==> src/hdl/tbk_pkg.sv <==
// Package for the timer bank: bank size, command and status codes, item types.
// No dependencies; every other file of the block imports it.
`timescale 1ns / 1ps

package tbk_pkg;

    localparam int NUM_TIMERS = 8;
    localparam int IDX_W      = (NUM_TIMERS > 1) ? $clog2(NUM_TIMERS) : 1;
    localparam logic [IDX_W-1:0] LAST_IDX = IDX_W'(NUM_TIMERS - 1);
    localparam logic [7:0] BANK_SIZE = 8'(NUM_TIMERS);

    localparam logic [3:0] MODE_ALLOC      = 4'd0;
    localparam logic [3:0] MODE_FREE       = 4'd1;
    localparam logic [3:0] MODE_SET        = 4'd2;
    localparam logic [3:0] MODE_RESTART    = 4'd3;
    localparam logic [3:0] MODE_CANCEL     = 4'd4;
    localparam logic [3:0] MODE_CANCEL_ALL = 4'd5;
    localparam logic [3:0] MODE_QUERY      = 4'd6;
    localparam logic [3:0] MODE_TICK       = 4'd7;
    localparam logic [3:0] MODE_NEXT_DUE   = 4'd8;

    localparam logic [1:0] STATUS_OK      = 2'd0;
    localparam logic [1:0] STATUS_NO_FREE = 2'd1;
    localparam logic [1:0] STATUS_BAD_H   = 2'd2;

    typedef struct packed {
        logic [3:0]  mode;
        logic [7:0]  handle;
        logic        repeat_req;
        logic [31:0] duration_seconds;
        logic [31:0] now_seconds;
    } t_in_item;

    typedef struct packed {
        logic [1:0]  status;
        logic [7:0]  slot;
        logic        is_running;
        logic        expired;
        logic [31:0] next_due_seconds;
        logic        alarm_valid;
        logic        last;
    } t_out_item;

    typedef struct packed {
        logic [31:0] a;
        logic [31:0] b;
    } t_alu_op;

    typedef struct packed {
        logic [31:0] diff;
        logic        borrow;
        logic        zero;
    } t_alu_res;

endpackage

==> src/hdl/tbk_alu.sv <==
// Shared subtract unit of the timer bank: a - b with borrow and zero flags, registered.
// Depends on tbk_pkg for the operand and result structs.
`timescale 1ns / 1ps

module tbk_alu import tbk_pkg::*; (
    input  logic     i_clk,
    input  t_alu_op  i_op,
    output t_alu_res o_res
);

    logic [32:0] n_sub;
    t_alu_res    r_res;

    assign n_sub = {1'b0, i_op.a} - {1'b0, i_op.b};
    assign o_res = r_res;

    always_ff @(posedge i_clk) begin
        r_res.diff   <= n_sub[31:0];
        r_res.borrow <= n_sub[32];
        r_res.zero   <= (n_sub[31:0] == 32'd0);
    end

endmodule

==> src/hdl/tbk_seq.sv <==
// Command sequencer and timer state of the timer bank.
// Depends on tbk_pkg; drives the shared subtract unit and hands result items to the top.
`timescale 1ns / 1ps

module tbk_seq import tbk_pkg::*; (
    input  logic      i_clk,
    input  logic      i_rst_n,
    input  logic      i_in_valid,
    input  t_in_item  i_in_item,
    output logic      o_in_stall,
    output t_alu_op   o_alu_op,
    input  t_alu_res  i_alu_res,
    input  logic      i_res_ready,
    output logic      o_res_load,
    output t_out_item o_res
);

    typedef enum logic [7:0] {
        S_IDLE = 8'b0000_0001,
        S_EXEC = 8'b0000_0010,
        S_EL   = 8'b0000_0100,
        S_REM  = 8'b0000_1000,
        S_CHK  = 8'b0001_0000,
        S_MIN  = 8'b0010_0000,
        S_EMIT = 8'b0100_0000,
        S_DONE = 8'b1000_0000
    } t_state;

    t_state                r_state, n_state;
    t_in_item              r_cmd, n_cmd;
    logic [IDX_W-1:0]      r_idx, n_idx;
    logic [31:0]           r_best, n_best;
    logic                  r_any, n_any;
    logic [31:0]           r_rem, n_rem;
    t_out_item             r_final, n_final;
    logic [NUM_TIMERS-1:0] r_alloc, n_alloc;
    logic [NUM_TIMERS-1:0] r_active, n_active;
    logic [NUM_TIMERS-1:0] r_periodic, n_periodic;
    logic [31:0]           r_start  [NUM_TIMERS];
    logic [31:0]           n_start  [NUM_TIMERS];
    logic [31:0]           r_period [NUM_TIMERS];
    logic [31:0]           n_period [NUM_TIMERS];

    logic [IDX_W-1:0] h_idx;
    logic             h_in;
    logic             h_ok;
    logic             free_found;
    logic [IDX_W-1:0] free_idx;
    logic             is_tick;
    logic             due;
    logic             adv;

    assign o_in_stall = (r_state != S_IDLE);
    assign h_idx      = r_cmd.handle[IDX_W-1:0];
    assign h_in       = (r_cmd.handle < BANK_SIZE);
    assign h_ok       = h_in && r_alloc[h_idx];
    assign is_tick    = (r_cmd.mode == MODE_TICK);
    // Elapsed time has reached the period when period - elapsed is zero or negative.
    assign due        = i_alu_res.borrow || i_alu_res.zero;

    // Lowest free slot.
    always_comb begin
        free_found = 1'b0;
        free_idx   = '0;
        for (int i = NUM_TIMERS - 1; i >= 0; i--) begin
            if (!r_alloc[i]) begin
                free_found = 1'b1;
                free_idx   = IDX_W'(i);
            end
        end
    end

    always_comb begin
        n_state    = r_state;
        n_cmd      = r_cmd;
        n_idx      = r_idx;
        n_best     = r_best;
        n_any      = r_any;
        n_rem      = r_rem;
        n_final    = r_final;
        n_alloc    = r_alloc;
        n_active   = r_active;
        n_periodic = r_periodic;
        n_start    = r_start;
        n_period   = r_period;
        o_alu_op   = '0;
        o_res_load = 1'b0;
        o_res      = '0;
        adv        = 1'b0;

        case (r_state)
            S_IDLE: begin
                if (i_in_valid) begin
                    n_cmd   = i_in_item;
                    n_state = S_EXEC;
                end
            end
            S_EXEC: begin
                n_idx        = '0;
                n_best       = '1;
                n_any        = 1'b0;
                n_final      = '0;
                n_final.last = 1'b1;
                n_state      = S_DONE;
                case (r_cmd.mode)
                    MODE_ALLOC: begin
                        if (free_found) begin
                            n_alloc[free_idx]  = 1'b1;
                            n_active[free_idx] = 1'b0;
                            n_final.slot       = 8'(free_idx);
                        end else begin
                            n_final.status = STATUS_NO_FREE;
                        end
                    end
                    MODE_FREE: begin
                        if (!h_in) begin
                            n_final.status = STATUS_BAD_H;
                        end else begin
                            n_alloc[h_idx]  = 1'b0;
                            n_active[h_idx] = 1'b0;
                        end
                    end
                    MODE_SET, MODE_RESTART, MODE_CANCEL, MODE_QUERY: begin
                        if (!h_ok) begin
                            n_final.status = STATUS_BAD_H;
                        end else if (r_cmd.mode == MODE_SET) begin
                            n_periodic[h_idx] = r_cmd.repeat_req;
                            n_start[h_idx]    = r_cmd.now_seconds;
                            n_period[h_idx]   = (r_cmd.duration_seconds == 32'd0) ?
                                                32'd1 : r_cmd.duration_seconds;
                            n_active[h_idx]   = 1'b1;
                        end else if (r_cmd.mode == MODE_RESTART) begin
                            n_start[h_idx] = r_cmd.now_seconds;
                        end else if (r_cmd.mode == MODE_CANCEL) begin
                            n_active[h_idx] = 1'b0;
                        end else begin
                            n_final.is_running = r_active[h_idx];
                        end
                    end
                    MODE_CANCEL_ALL: begin
                        n_active = r_active & ~r_alloc;
                    end
                    MODE_TICK, MODE_NEXT_DUE: begin
                        n_state = S_EL;
                    end
                    default: begin
                    end
                endcase
            end
            S_EL: begin
                o_alu_op.a = r_cmd.now_seconds;
                o_alu_op.b = r_start[r_idx];
                if (r_active[r_idx]) begin
                    n_state = S_REM;
                end else begin
                    adv = 1'b1;
                end
            end
            S_REM: begin
                // The unit now holds the elapsed time.
                o_alu_op.a = r_period[r_idx];
                o_alu_op.b = i_alu_res.diff;
                n_state    = S_CHK;
            end
            S_CHK: begin
                if (is_tick) begin
                    if (due) begin
                        if (r_periodic[r_idx]) begin
                            n_start[r_idx] = r_cmd.now_seconds;
                        end else begin
                            n_active[r_idx] = 1'b0;
                        end
                        n_state = S_EMIT;
                    end else begin
                        adv = 1'b1;
                    end
                end else begin
                    n_any = 1'b1;
                    if (due) begin
                        n_best = '0;
                        adv    = 1'b1;
                    end else begin
                        // Compare the remaining time against the running minimum.
                        o_alu_op.a = i_alu_res.diff;
                        o_alu_op.b = r_best;
                        n_rem      = i_alu_res.diff;
                        n_state    = S_MIN;
                    end
                end
            end
            S_MIN: begin
                if (i_alu_res.borrow) begin
                    n_best = r_rem;
                end
                adv = 1'b1;
            end
            S_EMIT: begin
                o_res.status  = STATUS_OK;
                o_res.slot    = 8'(r_idx);
                o_res.expired = 1'b1;
                if (i_res_ready) begin
                    o_res_load = 1'b1;
                    adv        = 1'b1;
                end
            end
            S_DONE: begin
                o_res = r_final;
                if (i_res_ready) begin
                    o_res_load = 1'b1;
                    n_state    = S_IDLE;
                end
            end
            default: begin
                n_state = S_IDLE;
            end
        endcase

        // Step to the next slot, or close the scan with its final item.
        if (adv) begin
            if (r_idx == LAST_IDX) begin
                n_final      = '0;
                n_final.last = 1'b1;
                if (!is_tick) begin
                    n_final.next_due_seconds = n_best;
                    n_final.alarm_valid      = n_any;
                end
                n_state = S_DONE;
            end else begin
                n_idx   = r_idx + IDX_W'(1);
                n_state = S_EL;
            end
        end
    end

    always_ff @(posedge i_clk) begin
        if (!i_rst_n) begin
            r_state    <= S_IDLE;
            r_alloc    <= '0;
            r_active   <= '0;
            r_periodic <= '0;
        end else begin
            r_state    <= n_state;
            r_alloc    <= n_alloc;
            r_active   <= n_active;
            r_periodic <= n_periodic;
        end
    end

    always_ff @(posedge i_clk) begin
        r_cmd    <= n_cmd;
        r_idx    <= n_idx;
        r_best   <= n_best;
        r_any    <= n_any;
        r_rem    <= n_rem;
        r_final  <= n_final;
        r_start  <= n_start;
        r_period <= n_period;
    end

endmodule

==> src/hdl/timer_bank_one_shot_periodic_top.sv <==
// Channel   Direction  Handshake                     Payload
// input     in         i_in_valid / o_in_stall       i_in_item  (t_in_item)
// result    out        o_out_valid / i_out_stall     o_out_item (t_out_item)
//
// One command at a time. A single-result command passes S_EXEC and S_DONE before its
// item is in the output register, and the next item is taken once S_IDLE is back.
// Tick and next-due scan the slots through the shared subtract unit: an idle slot is
// skipped in S_EL, a running slot passes S_EL, S_REM and S_CHK (plus S_EMIT per expiry
// item on tick), and on next-due also S_MIN while it is not yet due.
// Reset is synchronous, active low, and clears the slot flags. A stalled output
// holds the sequencer when it has an item to hand over.
// Depends on tbk_pkg, tbk_alu and tbk_seq.
`timescale 1ns / 1ps

module timer_bank_one_shot_periodic_top import tbk_pkg::*; (
    input  logic      i_clk,
    input  logic      i_rst_n,
    input  logic      i_in_valid,
    input  t_in_item  i_in_item,
    output logic      o_in_stall,
    output logic      o_out_valid,
    input  logic      i_out_stall,
    output t_out_item o_out_item
);

    t_alu_op   alu_op;
    t_alu_res  alu_res;
    logic      res_ready;
    logic      res_load;
    t_out_item res_item;

    logic      r_out_valid, n_out_valid;
    t_out_item r_out_item, n_out_item;

    assign res_ready   = !r_out_valid || !i_out_stall;
    assign o_out_valid = r_out_valid;
    assign o_out_item  = r_out_item;

    tbk_seq u_seq (
        .i_clk       (i_clk),
        .i_rst_n     (i_rst_n),
        .i_in_valid  (i_in_valid),
        .i_in_item   (i_in_item),
        .o_in_stall  (o_in_stall),
        .o_alu_op    (alu_op),
        .i_alu_res   (alu_res),
        .i_res_ready (res_ready),
        .o_res_load  (res_load),
        .o_res       (res_item)
    );

    tbk_alu u_alu (
        .i_clk (i_clk),
        .i_op  (alu_op),
        .o_res (alu_res)
    );

    always_comb begin
        n_out_valid = r_out_valid;
        n_out_item  = r_out_item;
        if (res_load) begin
            n_out_valid = 1'b1;
            n_out_item  = res_item;
        end else if (!i_out_stall) begin
            n_out_valid = 1'b0;
        end
    end

    always_ff @(posedge i_clk) begin
        if (!i_rst_n) begin
            r_out_valid <= 1'b0;
        end else begin
            r_out_valid <= n_out_valid;
        end
    end

    always_ff @(posedge i_clk) begin
        r_out_item <= n_out_item;
    end

endmodule

==> config.mk <==
export PLATFORM = sky130hd
export DESIGN_NAME = timer_bank_one_shot_periodic_top
export DESIGN_NICKNAME = d
export VERILOG_FILES = /design/src/hdl/tbk_pkg.sv /design/src/hdl/tbk_alu.sv /design/src/hdl/tbk_seq.sv /design/src/hdl/timer_bank_one_shot_periodic_top.sv
export SDC_FILE = /design/constraint.sdc
export NUM_CORES = 1
export LEC_CHECK = 0
export ABC_AREA = 1
export BUFFER_PORTS_ARGS = -buffer_cell sky130_fd_sc_hd__buf_2
export CELL_PAD_IN_SITES_DETAIL_PLACEMENT = 1
export CELL_PAD_IN_SITES_GLOBAL_PLACEMENT = 1
export CORE_MARGIN = 3
export CORE_UTILIZATION = 45
export CTS_CLUSTER_SIZE = 12
export DETAILED_ROUTE_END_ITERATION = 7
export MAX_ROUTING_LAYER = met4
export PLACE_DENSITY_LB_ADDON = 0.1
export SYNTH_ARGS = -nofsm -noshare
export SYNTH_HDL_FRONTEND = slang
export SYNTH_HIERARCHICAL = 1
export SYNTH_SLANG_ARGS = --single-unit
==> constraint.sdc <==
create_clock -name i_clk -period 5.5 [get_ports i_clk]
set_clock_uncertainty 0.05 [all_clocks]
set_input_delay 0.275 -clock i_clk [delete_from_list [all_inputs] [get_ports i_clk]]
set_output_delay 0.275 -clock i_clk [all_outputs]
set_load 0.005 [all_outputs]
==> flow_summary.toml, run 1 <==
[setup_path]
crit_type = "reg -> reg"
arrival_ns = 5.64
cpPeakStageDelay_ns = 0.82
cp_slowest_cell = "inv_2"
critPathLaunchType = "flip-flop"
cp_common_cell = "nand2_1"
path_cells = "inv_2, nand3_2, inv_2, buf_4, a21oi_1, nand4_1, o21ai_0, o211ai_1, inv_1, ha_1, fa_1, inv_1, nand3_1, nand2_1, nand3_1, nand3_1, nand2_1, nand3_1, nand2_1, nor2_1, nand2_1, nor2_1, nand2_1, nor2_2"
required_ns = 6.04
path_max_fanout = 31
cp-startpoint = "u_seq/r_idx[0]"
crit_path_end_kind = "flip-flop"
crit-reg2reg-launch = "u_seq/r_idx[0]"

[die]
die_w_microns = 290
fp.dieH_microns = 290
io_pins = 129
core_area_sq_um = 79400
dieArea_sq_um = 83900
start_util_pct = 45.6
fp-row-count = 103

[layout]
n_fill_cell = 8736
layout-drive-gt1-share_pct = 11.1
final_common_cell = "nand2_1"
final_cell_area_sq_um = 41700
final_cell_mix = "891 x nand2_1, 667 x edfxtp_1, 433 x nor2_1, 398 x inv_1, 184 x nand3_1"
area_growth_pct = 15.2
fin_nets = 3969

[grt]
grt_pass1_vias = 29000
grt_overflow = 0
antenna_found_initial = 4
grt_max_degree = 76
grt_first_pass_wirelength_mm = 189
grt_usage_pct = 31.5

[clock_network]
path_clk_slew_ns = 0.06
htree_levels = 3
clk_path_buf_depth = 3
postCtsSetupBuffers = 0
clk_latency_ns = 0.67
root_buffer = "clkbuf_16"
cts_tree = "yes"
cts_buffers = 88
cts_sinks = 816

[synth]
ys_types = 55
synth-seq-cells = 816
synth_nets = 3770
async_flop_share_pct = 0
synth_area_sq_um = 36200
synth_warnings = 6
ys.flop_type = "edfxtp_1"
syn_inst = 3651
ys_seq_area_share_pct = 63.5
syn-mean-instance-area_sq_um = 9.92
synth_edf_count = 667

[run_status]
status = "finished, final reports clean"

[timing]
fin_crit_ns = 5.10
rsz0062_at_grt = "false"
period_share_pct = 92.7
fmax_ghz = 0.196
max_slew_margin_pct = 30.2
hold_viol_final = 0
tightest_slew_ns = 1.05
slew_violations = 0
setup_tns_ns = 0
setup_viol = 0

[route]
drcViolationCount = 0
drt_wl_total_mm = 128
dr_total_vias = 28000
first_pass_iters = 5
wl_per_cell_microns = 25.8
drt_iter0_drc = 2176
drtAntennaViolNets = 0
via_per_inst = 5.64

[place]
place_congestion = 0.939
port_buffers = 128
dp_hpwl_mm = 86.7
placed_area_sq_um = 38100

[min_path]
hold_path.class = "in -> reg"
min_from = "i_rst_n"

[power_and_ir_drop]
max-vdd-ir-drop_v = 0.000303
power_density_nw_per_um2 = 352
p_leak_nw = 16.5
total_power_mw = 14.7

[job]
cap_violations = 0
-- area by class of cell --
class                   count  area, sq um  area share (%)
clock buffers             127         2440            5.85
clock inverters            34          325           0.780
well taps                1050         1310            3.15
multi-input cells        2198        10700            25.7
repair buffers            297         2210            5.31
inverters                 449         1690            4.04
diodes                      1         2.50         0.00600
flip-flops and latches    816        23000            55.2
-- cells by family (layout without fill, tap and decap cells) --
group | count (synthesis) | count (layout) | synth area share (%)
AO/OA/AOI/OAI | 451 | 451 | 7.96
flip-flops | 816 | 816 | 63.5
multiplexers | 4 | 4 | 0.124
buffers and inverters | 637 | 907 | 7.13
other | 0 | 1 | 0
XOR/XNOR | 6 | 6 | 0.145
AND/OR/NAND/NOR | 1699 | 1699 | 19.8
adder cells (fa/ha/maj) | 38 | 38 | 1.33
-- cell usage after synthesis, drive strengths merged, types with 12 or more instances --
cell type	n	area (sq um)
inv	422	1580
o211ai	49	368
o22ai	21	131
clkinv	27	101
edfxtp	667	20000
nor3	28	174
nand2	908	3460
dfxtp	149	2980
a22oi	45	338
o31ai	12	90.1
nor2	460	1800
buf	107	592
o221ai	30	263
ha	37	463
nand3	193	1010
nand4	74	469
clkbuf	81	304
o21ai	142	741
a21o	12	90.1
a21oi	94	485
-- where the power goes --
part           internal [mW]  total [mW]  switching, mW
registers               7.04        7.34          0.292
logic                  0.427        1.65           1.22
clock network           3.17        5.72           2.54
total                   10.6        14.7           4.05
-- repair_timing --
| action | 4_1_cts | 5_1_grt |
|---|---|---|
| hold endpoints to repair | 79 | 0 |
| gates resized for setup | 0 | 0 |
| hold buffers | 79 | 0 |
-- per-stage QoR --
step | hold WS [ns] | setup WS [ns] | std cells | util [%]
6_report | 0.0635 | 0.400 | 4972 | 52.5
3_5_place_dp | 0.377 | 0.453 | 4730 | 48.0
4_1_cts | 0.0393 | 0.431 | 4970 | 52.5
5_1_grt | 0.0668 | 0.0684 | 4971 | 52.5
2_1_floorplan | 0.324 | 0.631 | 3651 | -
3_3_place_gp | 0.371 | 0.427 | 4730 | 48.0
-- worst max-delay path: cells and delay by family (launching register included) --
kind,cells,cell delay [ns]
fa+ha+maj,2,0.63
flops,1,0.45
compound gates,3,0.44
simple gates,14,1.81
buf+inv,5,1.62
-- metal layers --
metal  GRT usage (%)  up-vias  part of all wire (%)
li1                -    12700                     -
met1            39.9    14000                    42
met2            52.4     1061                    48
met3            3.61      266                   6.0
met4            12.0        0                   4.0
met5               -        -                     0
-- worst paths after layout --
kind                      endpoint  slack [ns]  cells past startpoint
setup / recovery    u_alu/o_res[0]        0.40                     24
hold / removal    u_seq/r_state[0]        0.06                      2
setup reg to reg    u_alu/o_res[0]        0.40                     24
hold reg to reg    u_seq/r_rem[22]        0.39                      0
-- state kept, by name (all words and copies together) (netlist names) --
register,count
o_out_item,46
o_out_valid,1
u_alu/o_res,34
u_seq/h_idx,3
u_seq/r_active,8
u_seq/r_alloc,8
u_seq/r_any,1
u_seq/r_best,32
u_seq/r_cmd,74
u_seq/r_final,46
u_seq/r_idx,3
u_seq/r_period,256
u_seq/r_periodic,8
u_seq/r_rem,32
u_seq/r_start,256
u_seq/r_state,8
No activity file was read; power rests on OpenSTA's default activity.
==> run 2: changes to the inputs <==
==> constraint.sdc (replaced) <==
create_clock -name i_clk -period 5.5 [get_ports i_clk]
set_clock_uncertainty 0.05 [all_clocks]
set_input_delay 1.1 -clock i_clk [delete_from_list [all_inputs] [get_ports i_clk]]
set_output_delay 1.1 -clock i_clk [all_outputs]
set_load 0.005 [all_outputs]
==> run 2 against run 1 <==
Net effect:
- flip-flop and latch count stayed put
- utilization decreased by 1.0 points
- worst hold slack improved by 0.33 ns
- first-iteration DRC count shrank 7.4%
- maximum frequency shrank 0.75%
- die area unchanged
- final area down 1.9%
- global-route usage is 0.33 points lower
- via count shrank 1.5%
- combinational power fell by 3%
- non-clock buffer count decreased by 79
- sequential power about the same
- critical endpoint unchanged
- largest cell class unchanged
- largest power group unchanged
- highest routed layer unchanged
==> flow_summary.toml, run 2 (synthesis gave the netlist of run 1 again) <==
[setup_path]
ff2ff_setup_slack_ns = 0.36
path_max_fanout = 31
r2r_cells = 24
path_buf_inv = 5
required_ns = 6.04
cpPeakStageDelay_ns = 0.83
crit_type = "reg -> reg"
cp_common_cell = "nand2_1"
crit_path_end_kind = "flip-flop"
arrival_ns = 5.68
path_cells = "inv_2, nand3_2, inv_2, buf_4, a21oi_1, nand4_1, o21ai_0, o211ai_1, inv_1, ha_1, fa_1, inv_1, nand3_1, nand2_1, nand3_1, nand3_1, nand2_1, nand3_1, nand2_1, nor2_1, nand2_1, nor2_1, nand2_1, nor2_2"
crit_cells = 24
cp_top_family = "simple AND/OR/NAND/NOR gates"
critPathLaunchType = "flip-flop"
cp_slowest_cell = "inv_2"

[place]
place_inst = 4730
port_buffers = 128
place_ws_ns = 0.453
placed_area_sq_um = 38100
place_congestion = 0.939
dp_hpwl_mm = 86.7

[layout]
final_core_util_pct = 51.5
final_cell_mix = "891 x nand2_1, 667 x edfxtp_1, 433 x nor2_1, 398 x inv_1, 184 x nand3_1"
final_common_cell = "nand2_1"
fin_nets = 3890
final_cell_area_sq_um = 40900
diodes = 0
top_regs = "u_seq/r_period: 256 flops, u_seq/r_start: 256 flops, u_seq/r_cmd: 74 flops"
area_growth_pct = 13.0
layout-drive-gt1-share_pct = 11.4
instances_no_fill = 4892

[timing]
hold_viol_final = 0
fmax_ghz = 0.195
period_share_pct = 93.4
tightest_slew_ns = 1.05
max_slew_margin_pct = 29.8
setup_viol = 0
fin_ws_ns = 0.362
setup_tns_ns = 0
timing.hold.ws_ns = 0.389
fin_crit_ns = 5.14
slew_violations = 0
rsz0062_at_grt = "false"

[power_and_ir_drop]
power_density_nw_per_um2 = 358
p_leak_nw = 16.2
total_power_mw = 14.6
max-vdd-ir-drop_v = 0.000304

[die]
fp-row-count = 103
fp.dieH_microns = 290
io_pins = 129
start_util_pct = 45.6
core_area_sq_um = 79400
die_w_microns = 290
dieArea_sq_um = 83900

[grt]
grt_usage_pct = 31.2
grt_max_degree = 76
grt_first_pass_wirelength_mm = 187
grt_overflow = 0
antenna_found_initial = 4
grt_pass1_vias = 28500

[route]
first_pass_iters = 5
drt_wl_total_mm = 127
drt_iter0_drc = 2016
drtAntennaViolNets = 0
wl_per_cell_microns = 26.0
drcViolationCount = 0
via_per_inst = 5.65
dr_total_vias = 27600

[clock_network]
postCtsSetupBuffers = 0
clk_latency_ns = 0.66
cts_buffers = 88
cts_sinks = 816
clk_path_buf_depth = 3
root_buffer = "clkbuf_16"
cts_hold_buf = 0
path_clk_slew_ns = 0.06
htree_levels = 3
cts_tree = "yes"
ctsResizeCount = 0

[min_path]
hold_depth = 0
hold_path.class = "reg -> reg"

[run_status]
status = "finished, final reports clean"

[job]
cap_violations = 0
==> run 2: cell count changes in the layout (fill, tap and decap cells not counted), sizes merged <==
cell	delta
diode	-1
dlygate4sd3	-79
==> run 2: final timing paths <==
check	endpoint	start
max	u_alu/o_res[0]	u_seq/r_idx[0]
min	u_seq/r_rem[22]	u_alu/o_res[24]
max reg2reg	u_alu/o_res[0]	u_seq/r_idx[0]
min reg2reg	u_seq/r_rem[22]	u_alu/o_res[24]
==> run 2: cell type report <==
cell class / instances / area, sq um
Fill cell: 8779 / 38500
Multi-Input combinational cell: 2198 / 10700
Clock buffer: 127 / 2440
Clock inverter: 34 / 325
Sequential cell: 816 / 23000
Inverter: 449 / 1690
Timing Repair Buffer: 218 / 1420
Tap cell: 1050 / 1310
==> run 2: report_power, final <==
group	internal [mW]	switching (mW)	leakage, nW	total (mW)
logic	0.390	1.21	7.56	1.60
registers	7.04	0.292	7.30	7.33
clock network	3.17	2.53	1.34	5.70
total	10.6	4.03	16.2	14.6
==> run 2: per-layer routing <==
layer | vias up | GRT usage [%] | routed length [microns]
met2 | 991 | 51.8 | 61600
li1 | 12500 | - | -
met5 | - | - | 0
met3 | 237 | 3.65 | 7620
met1 | 13900 | 39.5 | 53200
met4 | 0 | 11.5 | 4800
==> run 3: changes to the inputs <==
--- a/config.mk
+++ b/config.mk
@@ -14,7 +14,7 @@
 export CTS_CLUSTER_SIZE = 12
 export DETAILED_ROUTE_END_ITERATION = 7
 export MAX_ROUTING_LAYER = met4
-export PLACE_DENSITY_LB_ADDON = 0.1
+export PLACE_DENSITY = 0.86
 export SYNTH_ARGS = -nofsm -noshare
 export SYNTH_HDL_FRONTEND = slang
 export SYNTH_HIERARCHICAL = 1
==> run 3 against run 2 <==
Net effect:
- register-to-register slack improved by 0.53 ns
- clock power is 1% higher
- final cell count shrank 0.47%
- sequential power hardly changed
- critical path depth rose by 2
- first-iteration DRC count grew 41%
- die area unchanged
- maximum frequency rose by 11%
==> flow_summary.toml, run 3 (synthesis gave the netlist of run 1 again) <==
[clock_network]
clk_latency_ns = 0.66
cts_buffers = 89
ctsResizeCount = 0
htree_levels = 3
cts_tree = "yes"
clk_path_buf_depth = 3
root_buffer = "clkbuf_16"
cts_hold_buf = 0
cts_sinks = 816
path_clk_slew_ns = 0.06
postCtsSetupBuffers = 0

[timing]
setup_viol = 0
rsz0062_at_grt = "false"
fin_ws_ns = 0.890
timing.hold.ws_ns = 0.381
fin_crit_ns = 4.61
tightest_slew_ns = 1.11
slew_violations = 0
max_slew_margin_pct = 25.0
setup_tns_ns = 0
fmax_ghz = 0.217
hold_viol_final = 0
period_share_pct = 83.8

[grt]
grt_first_pass_wirelength_mm = 176
grt_max_degree = 76
antenna_found_initial = 3
grt_pass1_vias = 28800
grt_usage_pct = 28.7
grt_overflow = 0

[power_and_ir_drop]
max-vdd-ir-drop_v = 0.000317
p_leak_nw = 16.1
power_density_nw_per_um2 = 358
total_power_mw = 14.6

[layout]
layout-drive-gt1-share_pct = 10.9
final_common_cell = "nand2_1"
instances_no_fill = 4869
final_cell_mix = "891 x nand2_1, 667 x edfxtp_1, 433 x nor2_1, 398 x inv_1, 184 x nand3_1"
fin_nets = 3869
area_growth_pct = 12.6
top_regs = "u_seq/r_period: 256 flops, u_seq/r_start: 256 flops, u_seq/r_cmd: 74 flops"
n_fill_cell = 8834

[setup_path]
path_max_fanout = 27
crit-reg2reg-launch = "u_seq/r_idx[0]"
path_buf_inv = 4
r2r_cells = 26
required_ns = 6.04
arrival_ns = 5.15
cpPeakStageDelay_ns = 0.62
cp_top_family = "simple AND/OR/NAND/NOR gates"
ff2ff_setup_slack_ns = 0.89
reg2reg_to = "u_alu/o_res[0]"
cp_slowest_cell = "dfxtp_1"
crit_type = "reg -> reg"
cp_common_cell = "nand2_1"
crit_path_end_kind = "flip-flop"
critPathLaunchType = "flip-flop"

[place]
port_buffers = 128
dp_hpwl_mm = 78.4
place_inst = 4709
place_congestion = 0.953
place_ws_ns = 0.955

[job]
cap_violations = 0

[run_status]
status = "finished, final reports clean"

[route]
drtAntennaViolNets = 0
drt_wl_total_mm = 118
drcViolationCount = 0
drt_iter0_drc = 2839
via_per_inst = 5.75
wl_per_cell_microns = 24.3
dr_total_vias = 28000
first_pass_iters = 5

[die]
core_area_sq_um = 79400
die_w_microns = 290
io_pins = 129
dieArea_sq_um = 83900
fp.dieH_microns = 290
fp-row-count = 103
start_util_pct = 45.6

[min_path]
min_from = "u_alu/o_res[29]"
hold_depth = 0
hold_path.class = "reg -> reg"
hold_end = "u_seq/r_rem[27]"
## run 3: how the worst max path moves through the flow
stage                           to      startpoint  slack [ns]  depth (start not counted)
floorplan           u_seq/h_idx[0]      i_in_valid        0.60                          2
global route        u_alu/o_res[0]  u_seq/r_idx[0]        0.40                         26
global placement    u_alu/o_res[0]  u_seq/r_idx[0]        1.10                         24
detailed placement  u_alu/o_res[0]  u_seq/r_idx[0]        0.95                         24
CTS                 u_alu/o_res[0]  u_seq/r_idx[0]        0.93                         26
finish              u_alu/o_res[0]  u_seq/r_idx[0]        0.89                         26
## run 3: cell type report
cell class / instances / area (sq um) / area share [%]
inverter: 449 / 1690 / 4.13
multi-input combinational: 2198 / 10700 / 26.3
antenna: 2 / 5.00 / 0.0123
sequential: 816 / 23000 / 56.4
clock buffer: 117 / 2380 / 5.84
timing repair buffer: 196 / 1260 / 3.10
clock inverter: 41 / 384 / 0.942
tap: 1050 / 1310 / 3.22
## run 3: power breakdown
part           internal [mW]  total [mW]  leakage, nW  switching (mW)
Combinational          0.384        1.51         7.45            1.13
Clock                   3.26        5.77         1.35            2.51
Sequential              7.04        7.34         7.30           0.294
## run 3: through the flow
stage | util [%] | area, sq um
2_1_floorplan | - | 36200
3_3_place_gp | 47.9 | 38000
3_5_place_dp | 47.9 | 38000
4_1_cts | 51.4 | 40800
5_1_grt | 51.4 | 40800
6_report | 51.4 | 40800
## run 3: metal layers
layer | global-route usage [%] | wire length [microns]
met4 | 9.99 | 4050
met2 | 46.0 | 55700
met1 | 37.0 | 48200
met3 | 5.03 | 10400
met5 | - | 0
## run 3: worst reg2reg max path, cell delays in order, from the launching register on
cell and delay [ns]:
dfxtp_1 0.62, inv_2 0.16, nand2_1 0.22, inv_2 0.34, nand2_1 0.19, nand2_1 0.07, a21oi_1 0.17, nand4_1 0.12
o21ai_0 0.54, o211ai_1 0.19, inv_1 0.10, ha_1 0.18, fa_1 0.22, inv_1 0.10, nand3_1 0.10, nand2_1 0.11
nand2_1 0.09, nand2_1 0.12, nand2_1 0.08, nand2_1 0.10, nor2_1 0.12, nand3_1 0.10, nor2_1 0.13, nand3_1 0.10
nor2_1 0.10, nand2_1 0.07, nor2_2 0.07
